**src/sv/sps_pkg.sv**
```systemverilog
// shared types and constants of the 3x3 sharpening filter
package sps_pkg;

	localparam int PIX_BITS       = 8;
	localparam int MAX_WIDTH      = 1024;
	localparam int MAX_HEIGHT     = 1024;
	localparam int COL_BITS       = $clog2(MAX_WIDTH);
	localparam int ROW_BITS       = $clog2(MAX_HEIGHT);
	localparam int DIM_BITS       = 11;
	localparam int SUM_BITS       = PIX_BITS + 2;
	localparam int TOTAL_BITS     = PIX_BITS + 4;
	localparam int OUT_BITS       = 13;
	localparam int CFG_INDEX_BITS = 1;
	localparam int N_RESULTS      = 4;

	localparam logic [CFG_INDEX_BITS-1:0] REG_IMAGE_WIDTH  = 1'b0;
	localparam logic [CFG_INDEX_BITS-1:0] REG_IMAGE_HEIGHT = 1'b1;

	// one window column, top row first, with its two row-set sums
	typedef struct packed {
		logic [PIX_BITS-1:0] p0;
		logic [PIX_BITS-1:0] p1;
		logic [PIX_BITS-1:0] p2;
		logic [SUM_BITS-1:0] sum_a;
		logic [SUM_BITS-1:0] sum_b;
	} sps_col_t;

	typedef struct packed {
		logic en;
		logic load_new;
	} sps_cell_ctrl_t;

endpackage

```
**src/sv/sps_cell.sv**
```systemverilog
// one window column cell: loads a fresh column or takes its neighbour's
module sps_cell (
	input  logic                                clk,
	input  logic                                arst_n,
	input  sps_pkg::sps_cell_ctrl_t             ctrl,
	input  logic [2:0][sps_pkg::PIX_BITS-1:0]   new_pix,
	input  sps_pkg::sps_col_t                   nbr,
	output sps_pkg::sps_col_t                   col_q
);

	sps_pkg::sps_col_t nxt;

	always_comb begin
		nxt = nbr;
		if (ctrl.load_new) begin
			nxt.p0    = new_pix[0];
			nxt.p1    = new_pix[1];
			nxt.p2    = new_pix[2];
			nxt.sum_a = {2'b00, new_pix[0]} + {2'b00, new_pix[1]} + {2'b00, new_pix[2]};
			nxt.sum_b = {2'b00, new_pix[1]} + {1'b0, new_pix[2], 1'b0};
		end
	end

	always_ff @(posedge clk or negedge arst_n) begin
		if (!arst_n) begin
			col_q <= '0;
		end else if (ctrl.en) begin
			col_q <= nxt;
		end
	end

endmodule

```
**config.mk**
```make
export PLATFORM = sky130hd
export DESIGN_NAME = sps_cell
export DESIGN_NICKNAME = d
export VERILOG_FILES = /design/src/sv/sps_pkg.sv /design/src/sv/sps_cell.sv
export SDC_FILE = /design/constraint.sdc
export NUM_CORES = 1
export LEC_CHECK = 0
export BUFFER_PORTS_ARGS = -buffer_cell sky130_fd_sc_hd__buf_2
export CORE_ASPECT_RATIO = 2
export CORE_MARGIN = 1
export CORE_UTILIZATION = 44
export CTS_CLUSTER_SIZE = 16
export DETAILED_ROUTE_END_ITERATION = 10
export GPL_ROUTABILITY_DRIVEN = 0
export PLACE_DENSITY = 0.77
export SLEW_MARGIN = 20
export SYNTH_ARGS = -nofsm -noshare
export SYNTH_HDL_FRONTEND = slang
export SYNTH_SLANG_ARGS = --single-unit
```
**constraint.sdc**
```tcl
create_clock -name clk -period 0.8 [get_ports clk]
set_clock_uncertainty 0.05 [all_clocks]
set_input_delay 0.08 -clock clk [delete_from_list [all_inputs] [get_ports clk]]
set_output_delay 0.08 -clock clk [all_outputs]
set_load 0.02 [all_outputs]
```
==> results of run 1 <==
where the power goes:
group / internal [mW] / switching, mW / total [mW]
sequential: 2.52 / 0.237 / 2.76
combinational: 2.13 / 1.96 / 4.09
clock: 1.14 / 0.866 / 2.00
total: 5.79 / 3.06 / 8.85
critical path, cell delays in order:
cell,delay [ns]
buf_2,0.14
fa_1,0.44
ha_2,0.21
fa_2,0.40
a211oi_2,0.25
o21bai_1,0.11
a21oi_2,0.18
or3_1,0.13
a31oi_1,0.07
area by class of cell:
| cell class | instances | area, um2 | area share (%) |
|---|---|---|---|
| clock buffer | 6 | 129 | 2.58 |
| clock inverter | 1 | 5.00 | 0.100 |
| inverter | 10 | 45.0 | 0.901 |
| multi-input combinational | 217 | 1900 | 38.1 |
| sequential | 44 | 1100 | 22.0 |
| tap | 84 | 105 | 2.10 |
| timing repair buffer | 204 | 1710 | 34.2 |
path summary, 6_finish.rpt:
| check | slack, ns | to | depth (start not counted) |
|---|---|---|---|
| worst max register to register | -0.21 | col_q[18] | 2 |
| min in group asynchronous | 0.10 | col_q[42] | 2 |
| worst max-delay path | -1.09 | col_q[19] | 9 |
| max in group asynchronous | 0.16 | col_q[4] | 3 |
| worst min-delay path | 0.005 | col_q[8] | 3 |
| worst min register to register | 0.49 | col_q[42] | 2 |
routing by layer:
metal	up-vias	routed length, um
li1	1424	-
met1	1585	3900
met2	205	6320
met3	65	656
met4	0	929
met5	-	0
synthesized netlist by cell type, drive strengths merged:
cell type and n:
nand2 3, dfrtp 44, o211ai 6, buf 12
mux2i 30, nor2b 6, ha 14, nand2b 2
a21oi 44, mux2 2, a31oi 7, a311o 1
nand3b 5, a2bb2oi 2, xnor2 2, a21o 6
o21bai 4, fa 10, o21ai 11, nand4 5
inv 10, or3 1, a211oi 9, clkbuf 6
a41oi 1, nor3 2, nor2 41, nand3 3
cell families after synthesis:
group	count (synthesis)	synth area share [%]
compound gates	91	19.8
xor+xnor	2	0.626
fa+ha+maj	24	13.4
buf+inv	28	4.07
flops	44	39.3
mux	32	11.5
simple gates	68	11.3
what timing repair did:
item                       CTS  global route
buffers inserted            15            11
hold endpoints to repair    44             0
pin swaps                   20            18
resized for setup          121            47
setup endpoints to repair   62            68
hold buffers                 1             0
per-stage QoR:
stage	cell area, um2	instances	worst slack [ns]
final	5000	566	-1.09
after global routing	5000	566	-1.17
after CTS	4730	556	-1.07
after detailed placement	4060	533	-1.44
after global placement	4060	533	-1.35
after floorplan	2980	289	-1.14
==> impl_metrics.py, run 1 <==
metrics = {
    "drt": {
        "antenna_left": 0,
        "avgViaCountPerCell": 5.79,
        "firstDrtPassIters": 4,
        "drc": 0,
        "drt-total-wl_mm": 11.8,
        "avgRoutedWirePerCell_um": 20.9,
        "vias": 3279,
        "drt_iter0_markers": 137,
    },
    "status": {
        "status": "finished with violations",
        "violations": "setup timing",
    },
    "synth": {
        "ys_ff_latch": 44,
        "syn_inst": 289,
        "syn-cell-area_mm2": 0.00280,
        "avgSynthCellArea_um2": 9.68,
        "ys_seq_area_share_pct": 39.3,
        "syn-num-nets": 385,
        "synth_top_area_cell": "dfrtp_1",
        "synth_top_cell_area_share_pct": 39.3,
        "synth.distinct_cells": 31,
        "ys_warn_count": 0,
        "ys_top_cells_by_area": "dfrtp_1 (39%), mux2i_1 (11%), a21oi_1 (7.9%)",
    },
    "hold_path": {
        "hold_class": "in2reg",
        "min_from": "nbr[8]",
    },
    "global_route": {
        "grt-busiest-layer": "met2",
        "antenna_found_initial": 0,
        "grt_overflow": 0,
        "use_met1_pct": 30.8,
        "grt_pass1_wl_mm": 15.5,
        "grt_util_met3_pct": 6.30,
        "use_met2_pct": 57.9,
        "grt_pass1_vias": 3276,
        "grt_max_degree": 41,
        "grt_use_total_pct": 31.3,
    },
    "cts": {
        "insertion_delay_ns": 0.29,
        "clkTransAtPathRegs_ns": 0.06,
        "cts_root_buffer": "clkbuf_16",
        "cts_buffers": 5,
        "h-tree-depth": 2,
        "cts_tree": "yes",
        "clockBufferDepth": 2,
        "cts_sinks": 44,
    },
    "sta": {
        "layout_setup_ws_ns": -1.09,
        "fmax_mhz": 529,
        "relSlewSlack_pct": 74.8,
        "tns_ns": -20.05,
        "setup_violations": 76,
        "hold_viol_final": 0,
        "whs_ns": 0.00534,
        "slew_viol_final": 0,
        "timing.final.crit_share_pct": 236,
        "final.min_clock_period_ns": 1.89,
        "worst_pin_slew_ns": 0.367,
        "rsz0062_at_grt": "yes",
    },
    "floorplanning": {
        "ios": 116,
        "floorplan.initialDensity_pct": 46.2,
        "dieArea_mm2": 0.00670,
        "die_w_um": 58.4,
        "core_mm2": 0.00606,
        "die_h_um": 115,
        "rows": 40,
    },
    "worst_setup_path": {
        "crit_path_max_fanout": 3,
        "start_kind": "primary input",
        "endpoint_kind": "register",
        "crit_arrival_ns": 2.01,
        "worstSetupStartpoint": "new_pix[17]",
        "worstPathRequired_ns": 0.92,
        "worstSetupPathType": "in2reg",
        "r2r-start": "col_q[18]",
    },
    "pwr": {
        "powerDensity_mw_per_mm2": 1770,
        "peakVddDrop_v": 0.00159,
        "p_total_mw": 8.85,
        "power.leakage_nw": 2.37,
    },
    "final_layout": {
        "post-route-util_pct": 82.6,
        "layout_commonest_cell": "buf_4",
        "top_regs": "col_q: 44 flops",
        "antenna_cells": 0,
        "largest_register_ffs": 44,
        "area_growth_pct": 78.6,
        "nNetsFinal": 578,
        "drive_gt1_share_pct": 54.6,
        "fillers": 318,
        "regMostFlops": "col_q",
        "mostFrequentLayoutCells": "buf_4 (69), buf_2 (63), buf_6 (62)",
    },
    "run": {
        "max-cap-violations": 0,
    },
    "placement": {
        "portBuffers": 115,
        "hpwl_mm": 7.10,
    },
}
No activity file was read; power rests on OpenSTA's default activity.
==> inputs of run 2 (changes only) <==
--- a/config.mk
+++ b/config.mk
@@ -8,11 +8,11 @@
 export BUFFER_PORTS_ARGS = -buffer_cell sky130_fd_sc_hd__buf_2
 export CORE_ASPECT_RATIO = 2
 export CORE_MARGIN = 1
-export CORE_UTILIZATION = 44
+export CORE_UTILIZATION = 42
 export CTS_CLUSTER_SIZE = 16
 export DETAILED_ROUTE_END_ITERATION = 10
 export GPL_ROUTABILITY_DRIVEN = 0
-export PLACE_DENSITY = 0.77
+export PLACE_DENSITY = 0.74
 export SLEW_MARGIN = 20
 export SYNTH_ARGS = -nofsm -noshare
 export SYNTH_HDL_FRONTEND = slang
==> run 2 against run 1 <==
  * The flow finishes with violations (hold timing, setup timing)
  * Routed wire length grew 6.3%
  * Final cell count grew 3.5%
  * Fmax shrank 4.6%
  * Power grew 5.0%
  * Critical path depth grew 2
  * Die area grew 4.6%
  * Sequential share of layout area shrank 1.1 points
  * Flip-flop and latch count is the same
  * Critical endpoint unchanged
  * Highest routed layer unchanged
==> impl_metrics.py, run 2 (same netlist as run 1, synthesis figures left out) <==
metrics = {
    "worst_setup_path": {
        "reg2reg_depth": 2,
        "worstPathRequired_ns": 0.96,
        "worstSetupPathType": "in2reg",
        "start_kind": "primary input",
        "crit_arrival_ns": 2.14,
        "crit_path_max_fanout": 3,
        "endpoint_kind": "register",
    },
    "sta": {
        "relSlewSlack_pct": 73.0,
        "worst_pin_slew_ns": 0.401,
        "slew_viol_final": 0,
        "rsz0062_at_grt": "yes",
        "timing.final.crit_share_pct": 248,
        "layout_setup_ws_ns": -1.18,
        "fmax_mhz": 505,
        "whs_ns": -0.00989,
        "tns_ns": -21.67,
        "setup_violations": 73,
        "final.min_clock_period_ns": 1.98,
        "hold_viol_final": 1,
    },
    "cts": {
        "cts_sinks": 44,
        "clkTransAtPathRegs_ns": 0.06,
        "insertion_delay_ns": 0.28,
        "clockBufferDepth": 2,
        "cts_tree": "yes",
        "cts_root_buffer": "clkbuf_16",
        "h-tree-depth": 2,
        "cts_buffers": 5,
    },
    "floorplanning": {
        "rows": 41,
        "ios": 116,
        "die_w_um": 59.7,
        "core_mm2": 0.00636,
        "dieArea_mm2": 0.00701,
        "floorplan.initialDensity_pct": 44.0,
        "die_h_um": 117,
    },
    "placement": {
        "pre_cts_ws_ns": -1.43,
        "portBuffers": 115,
        "hpwl_mm": 6.97,
    },
    "drt": {
        "antenna_left": 0,
        "avgRoutedWirePerCell_um": 21.4,
        "drt-total-wl_mm": 12.6,
        "drc": 0,
        "drt_iter0_markers": 223,
        "avgViaCountPerCell": 5.71,
        "firstDrtPassIters": 4,
        "vias": 3345,
    },
    "global_route": {
        "grt_pass1_vias": 3318,
        "grt_overflow": 0,
        "antenna_found_initial": 0,
        "grt_max_degree": 45,
        "grt_use_total_pct": 30.6,
        "grt_pass1_wl_mm": 15.9,
    },
    "pwr": {
        "intPower_mw": 6.06,
        "p_clk_share_pct": 23.0,
        "powerDensity_mw_per_mm2": 1770,
        "p_switching_mw": 3.23,
        "power_frac_seq_pct": 29.8,
        "comb_power_share_pct": 47.2,
        "peakVddDrop_v": 0.00175,
        "power.leakage_nw": 2.48,
        "swShare_pct": 34.8,
    },
    "final_layout": {
        "nNetsFinal": 595,
        "top_regs": "col_q: 44 flops",
        "area_growth_pct": 87.9,
        "antenna_cells": 0,
        "drive_gt1_share_pct": 58.0,
        "regMostFlops": "col_q",
        "largest_register_ffs": 44,
        "mostFrequentLayoutCells": "buf_4 (75), buf_6 (69), buf_2 (61)",
        "layout_commonest_cell": "buf_4",
    },
    "hold_path": {
        "hold_depth": 2,
        "hold_class": "in2reg",
    },
    "status": {
        "violations": "hold timing, setup timing",
        "status": "finished with violations",
    },
    "run": {
        "max-cap-violations": 0,
    },
}
## run 2: cell type report
cell class	count	area, um2
multi-input combinational	217	1940
inverter	10	47.5
fill	366	1100
sequential	44	1100
timing repair buffer	221	1910
clock buffer	6	139
tap	86	108
clock inverter	2	15.0
## run 2: metal layers
| metal | track usage, % | share of wire (%) | wire length, um |
|---|---|---|---|
| met5 | 0 | 0 | 0 |
| met4 | 22.7 | 8.2 | 1030 |
| met3 | 5.49 | 4.7 | 590 |
| met2 | 52.1 | 54 | 6810 |
| met1 | 31.2 | 33 | 4120 |
## run 2: worst paths after layout
check / startpoint / endpoint / slack [ns]
min: nbr[18] / col_q[18] / -0.01
min in group asynchronous: arst_n / col_q[43] / 0.25
min reg2reg: col_q[5] / col_q[5] / 0.49
max reg2reg: col_q[18] / col_q[18] / -0.19
max in group asynchronous: arst_n / col_q[13] / 0.23
max: new_pix[0] / col_q[19] / -1.18
## run 2: stage by stage
step | cells | total power, mW | hold slack [ns] | area (um2) | util, %
4_1_cts | 565 | 8.63 | -0.0111 | 4870 | 76.6
3_5_place_dp | 542 | 5.72 | 0.0333 | 4150 | 65.2
5_1_grt | 586 | 9.60 | 0.00453 | 5260 | 82.7
2_1_floorplan | 289 | 4.37 | -0.266 | 2980 | -
6_report | 586 | 9.29 | -0.00989 | 5260 | 82.7
3_3_place_gp | 542 | 5.63 | 0.0328 | 4150 | 65.2
## run 2: repair_timing
item / in CTS / in global routing
setup buffers: 14 / 23
gates resized for setup: 132 / 57
endpoints found under the setup margin: 62 / 75
pin swaps: 26 / 22
hold endpoints to repair: 45 / 0
hold buffers: 1 / 0
## run 2: power by group through the flow
stage	clock network, mW	logic, mW	registers, mW
2_1_floorplan	0	1.30	3.07
3_3_place_gp	0	2.93	2.70
3_5_place_dp	0	3.01	2.71
4_1_cts	2.18	3.71	2.74
5_1_grt	2.22	4.60	2.78
6_report	2.14	4.38	2.77
## run 2: worst max-delay path, cell delays in order
cell	delay (ns)
buf_8	0.08
inv_4	0.03
fa_1	0.46
inv_1	0.09
ha_2	0.20
fa_2	0.26
a211oi_2	0.10
o21bai_1	0.22
a21oi_2	0.11
or3_1	0.32
a31oi_1	0.17
==> inputs of run 3 (changes only) <==
--- a/config.mk
+++ b/config.mk
@@ -5,14 +5,14 @@
 export SDC_FILE = /design/constraint.sdc
 export NUM_CORES = 1
 export LEC_CHECK = 0
-export BUFFER_PORTS_ARGS = -buffer_cell sky130_fd_sc_hd__buf_2
 export CORE_ASPECT_RATIO = 2
 export CORE_MARGIN = 1
 export CORE_UTILIZATION = 42
 export CTS_CLUSTER_SIZE = 16
 export DETAILED_ROUTE_END_ITERATION = 10
+export DONT_BUFFER_PORTS = 1
 export GPL_ROUTABILITY_DRIVEN = 0
-export PLACE_DENSITY = 0.74
+export PLACE_DENSITY_LB_ADDON = 0.05
 export SLEW_MARGIN = 20
 export SYNTH_ARGS = -nofsm -noshare
 export SYNTH_HDL_FRONTEND = slang
==> run 3 against run 2 <==
  * The run still ends with hold timing, setup timing left
  * Non-clock buffer count decreased by 128
  * Worst setup slack improved by 0.29 ns
  * Global-route usage decreased by 5.5 points
  * Hold slack got worse by 0.56 ns
  * Fmax increased by 17%
  * Power decreased by 14%
  * Via count decreased by 24%
  * Critical path type unchanged
  * Largest cell class unchanged
  * Largest power group unchanged
==> impl_metrics.py, run 3 (same netlist as run 1, synthesis figures left out) <==
metrics = {
    "placement": {
        "placed_cell_area_mm2": 0.00348,
        "hpwl_mm": 6.06,
        "dp.cells": 429,
        "portBuffers": 0,
    },
    "final_layout": {
        "mostFrequentLayoutCells": "buf_6 (53), dfrtp_1 (44), buf_4 (39)",
        "largest_register_ffs": 44,
        "regMostFlops": "col_q",
        "top_regs": "col_q: 44 flops",
        "layoutNonFillerInstCount": 457,
        "nNetsFinal": 467,
        "fin_area_mm2": 0.00417,
        "area_growth_pct": 48.9,
        "layout_commonest_cell": "buf_6",
        "drive_gt1_share_pct": 40.2,
        "antenna_cells": 0,
    },
    "cts": {
        "cts_buffers": 5,
        "cts_root_buffer": "clkbuf_16",
        "hold_buffers": 1,
        "h-tree-depth": 2,
        "clockBufferDepth": 2,
        "cts_sinks": 44,
        "clkTransAtPathRegs_ns": 0.06,
        "insertion_delay_ns": 0.28,
        "cts_tree": "yes",
    },
    "hold_path": {
        "hold_class": "in2async",
    },
    "global_route": {
        "grt_use_total_pct": 25.1,
        "grt_overflow": 0,
        "antenna_found_initial": 0,
        "grt_pass1_wl_mm": 12.8,
        "grt_max_degree": 100,
        "grt_pass1_vias": 2646,
    },
    "sta": {
        "worst_pin_slew_ns": 0.300,
        "whs_ns": -0.570,
        "hold_viol_final": 88,
        "timing.final.crit_share_pct": 211,
        "layout_setup_ws_ns": -0.888,
        "fmax_mhz": 592,
        "rsz0062_at_grt": "yes",
        "setup_violations": 68,
        "slew_viol_final": 0,
        "relSlewSlack_pct": 80.0,
        "final.min_clock_period_ns": 1.69,
    },
    "pwr": {
        "powerDensity_mw_per_mm2": 1920,
        "power.leakage_nw": 1.84,
        "p_total_mw": 8.01,
        "peakVddDrop_v": 0.00139,
    },
    "drt": {
        "firstDrtPassIters": 6,
        "vias": 2536,
        "drt-total-wl_mm": 8.45,
        "drt_iter0_markers": 58,
        "drc": 0,
        "antenna_left": 0,
        "avgRoutedWirePerCell_um": 18.5,
        "avgViaCountPerCell": 5.55,
    },
    "status": {
        "violations": "hold timing, setup timing",
        "status": "finished with violations",
    },
    "worst_setup_path": {
        "crit_arrival_ns": 1.80,
        "worstPathRequired_ns": 0.92,
        "endpoint_kind": "register",
        "worstSetupPathType": "in2reg",
        "start_kind": "primary input",
        "crit_path_max_fanout": 3,
    },
    "floorplanning": {
        "ios": 116,
        "core_mm2": 0.00636,
        "dieArea_mm2": 0.00701,
        "rows": 41,
        "floorplan.initialDensity_pct": 44.0,
        "die_w_um": 59.7,
        "die_h_um": 117,
    },
    "run": {
        "max-cap-violations": 0,
    },
}
==> run 3: cell type report <==
class                   count  area (um2)
fillers                   590        2190
multi-input cells         217        1850
flip-flops and latches     44        1100
repair buffers             93         900
clock buffers               7         153
well taps                  86         108
inverters                  10        52.6
==> run 3: stage by stage <==
stage	TNS [ns]	worst slack, ns	utilization [%]	hold WS [ns]
2_1_floorplan	-12.42	-1.14	-	-0.266
3_3_place_gp	-13.91	-1.22	54.7	-0.265
3_5_place_dp	-14.36	-1.24	54.7	-0.264
4_1_cts	-14.98	-0.895	62.8	-0.579
5_1_grt	-17.49	-1.01	65.5	-0.583
6_report	-14.98	-0.888	65.5	-0.570
==> run 3: metal layers <==
layer | routed length, um | vias up | GRT usage [%]
met5 | 0 | - | 0
met4 | 293 | 0 | 11.6
met3 | 464 | 21 | 5.93
met2 | 4770 | 89 | 44.7
met1 | 2920 | 1227 | 26.1
li1 | - | 1199 | -
==> run 3: timing repair <==
item / 4_1_cts / 5_1_grt
endpoints found under the setup margin: 60 / 67
pin swaps: 12 / 18
hold endpoints to repair: 88 / 88
gates resized for setup: 62 / 33
setup buffers: 12 / 9
==> run 3: worst max-delay path, cell delays in order <==
cell,delay (ns)
fa_1,0.46
ha_2,0.20
fa_2,0.39
a211oi_2,0.21
o21bai_1,0.10
a21oi_2,0.16
or3_1,0.12
a31oi_1,0.08
==> run 3: worst paths after layout <==
kind	start	end	slack [ns]	cells past startpoint
max	new_pix[1]	col_q[19]	-0.89	8
min	arst_n	col_q[43]	-0.57	0
max reg2reg	col_q[18]	col_q[18]	-0.18	2
min reg2reg	col_q[27]	col_q[27]	0.49	2
max in group asynchronous	arst_n	col_q[4]	1.17	0
min in group clk	ctrl[1]	col_q[21]	-0.16	1
==> run 3: where the power goes <==
group	total (mW)	internal [mW]	switching, mW
sequential	2.73	2.52	0.212
clock	2.15	1.31	0.836
combinational	3.13	1.75	1.37
total	8.01	5.58	2.42
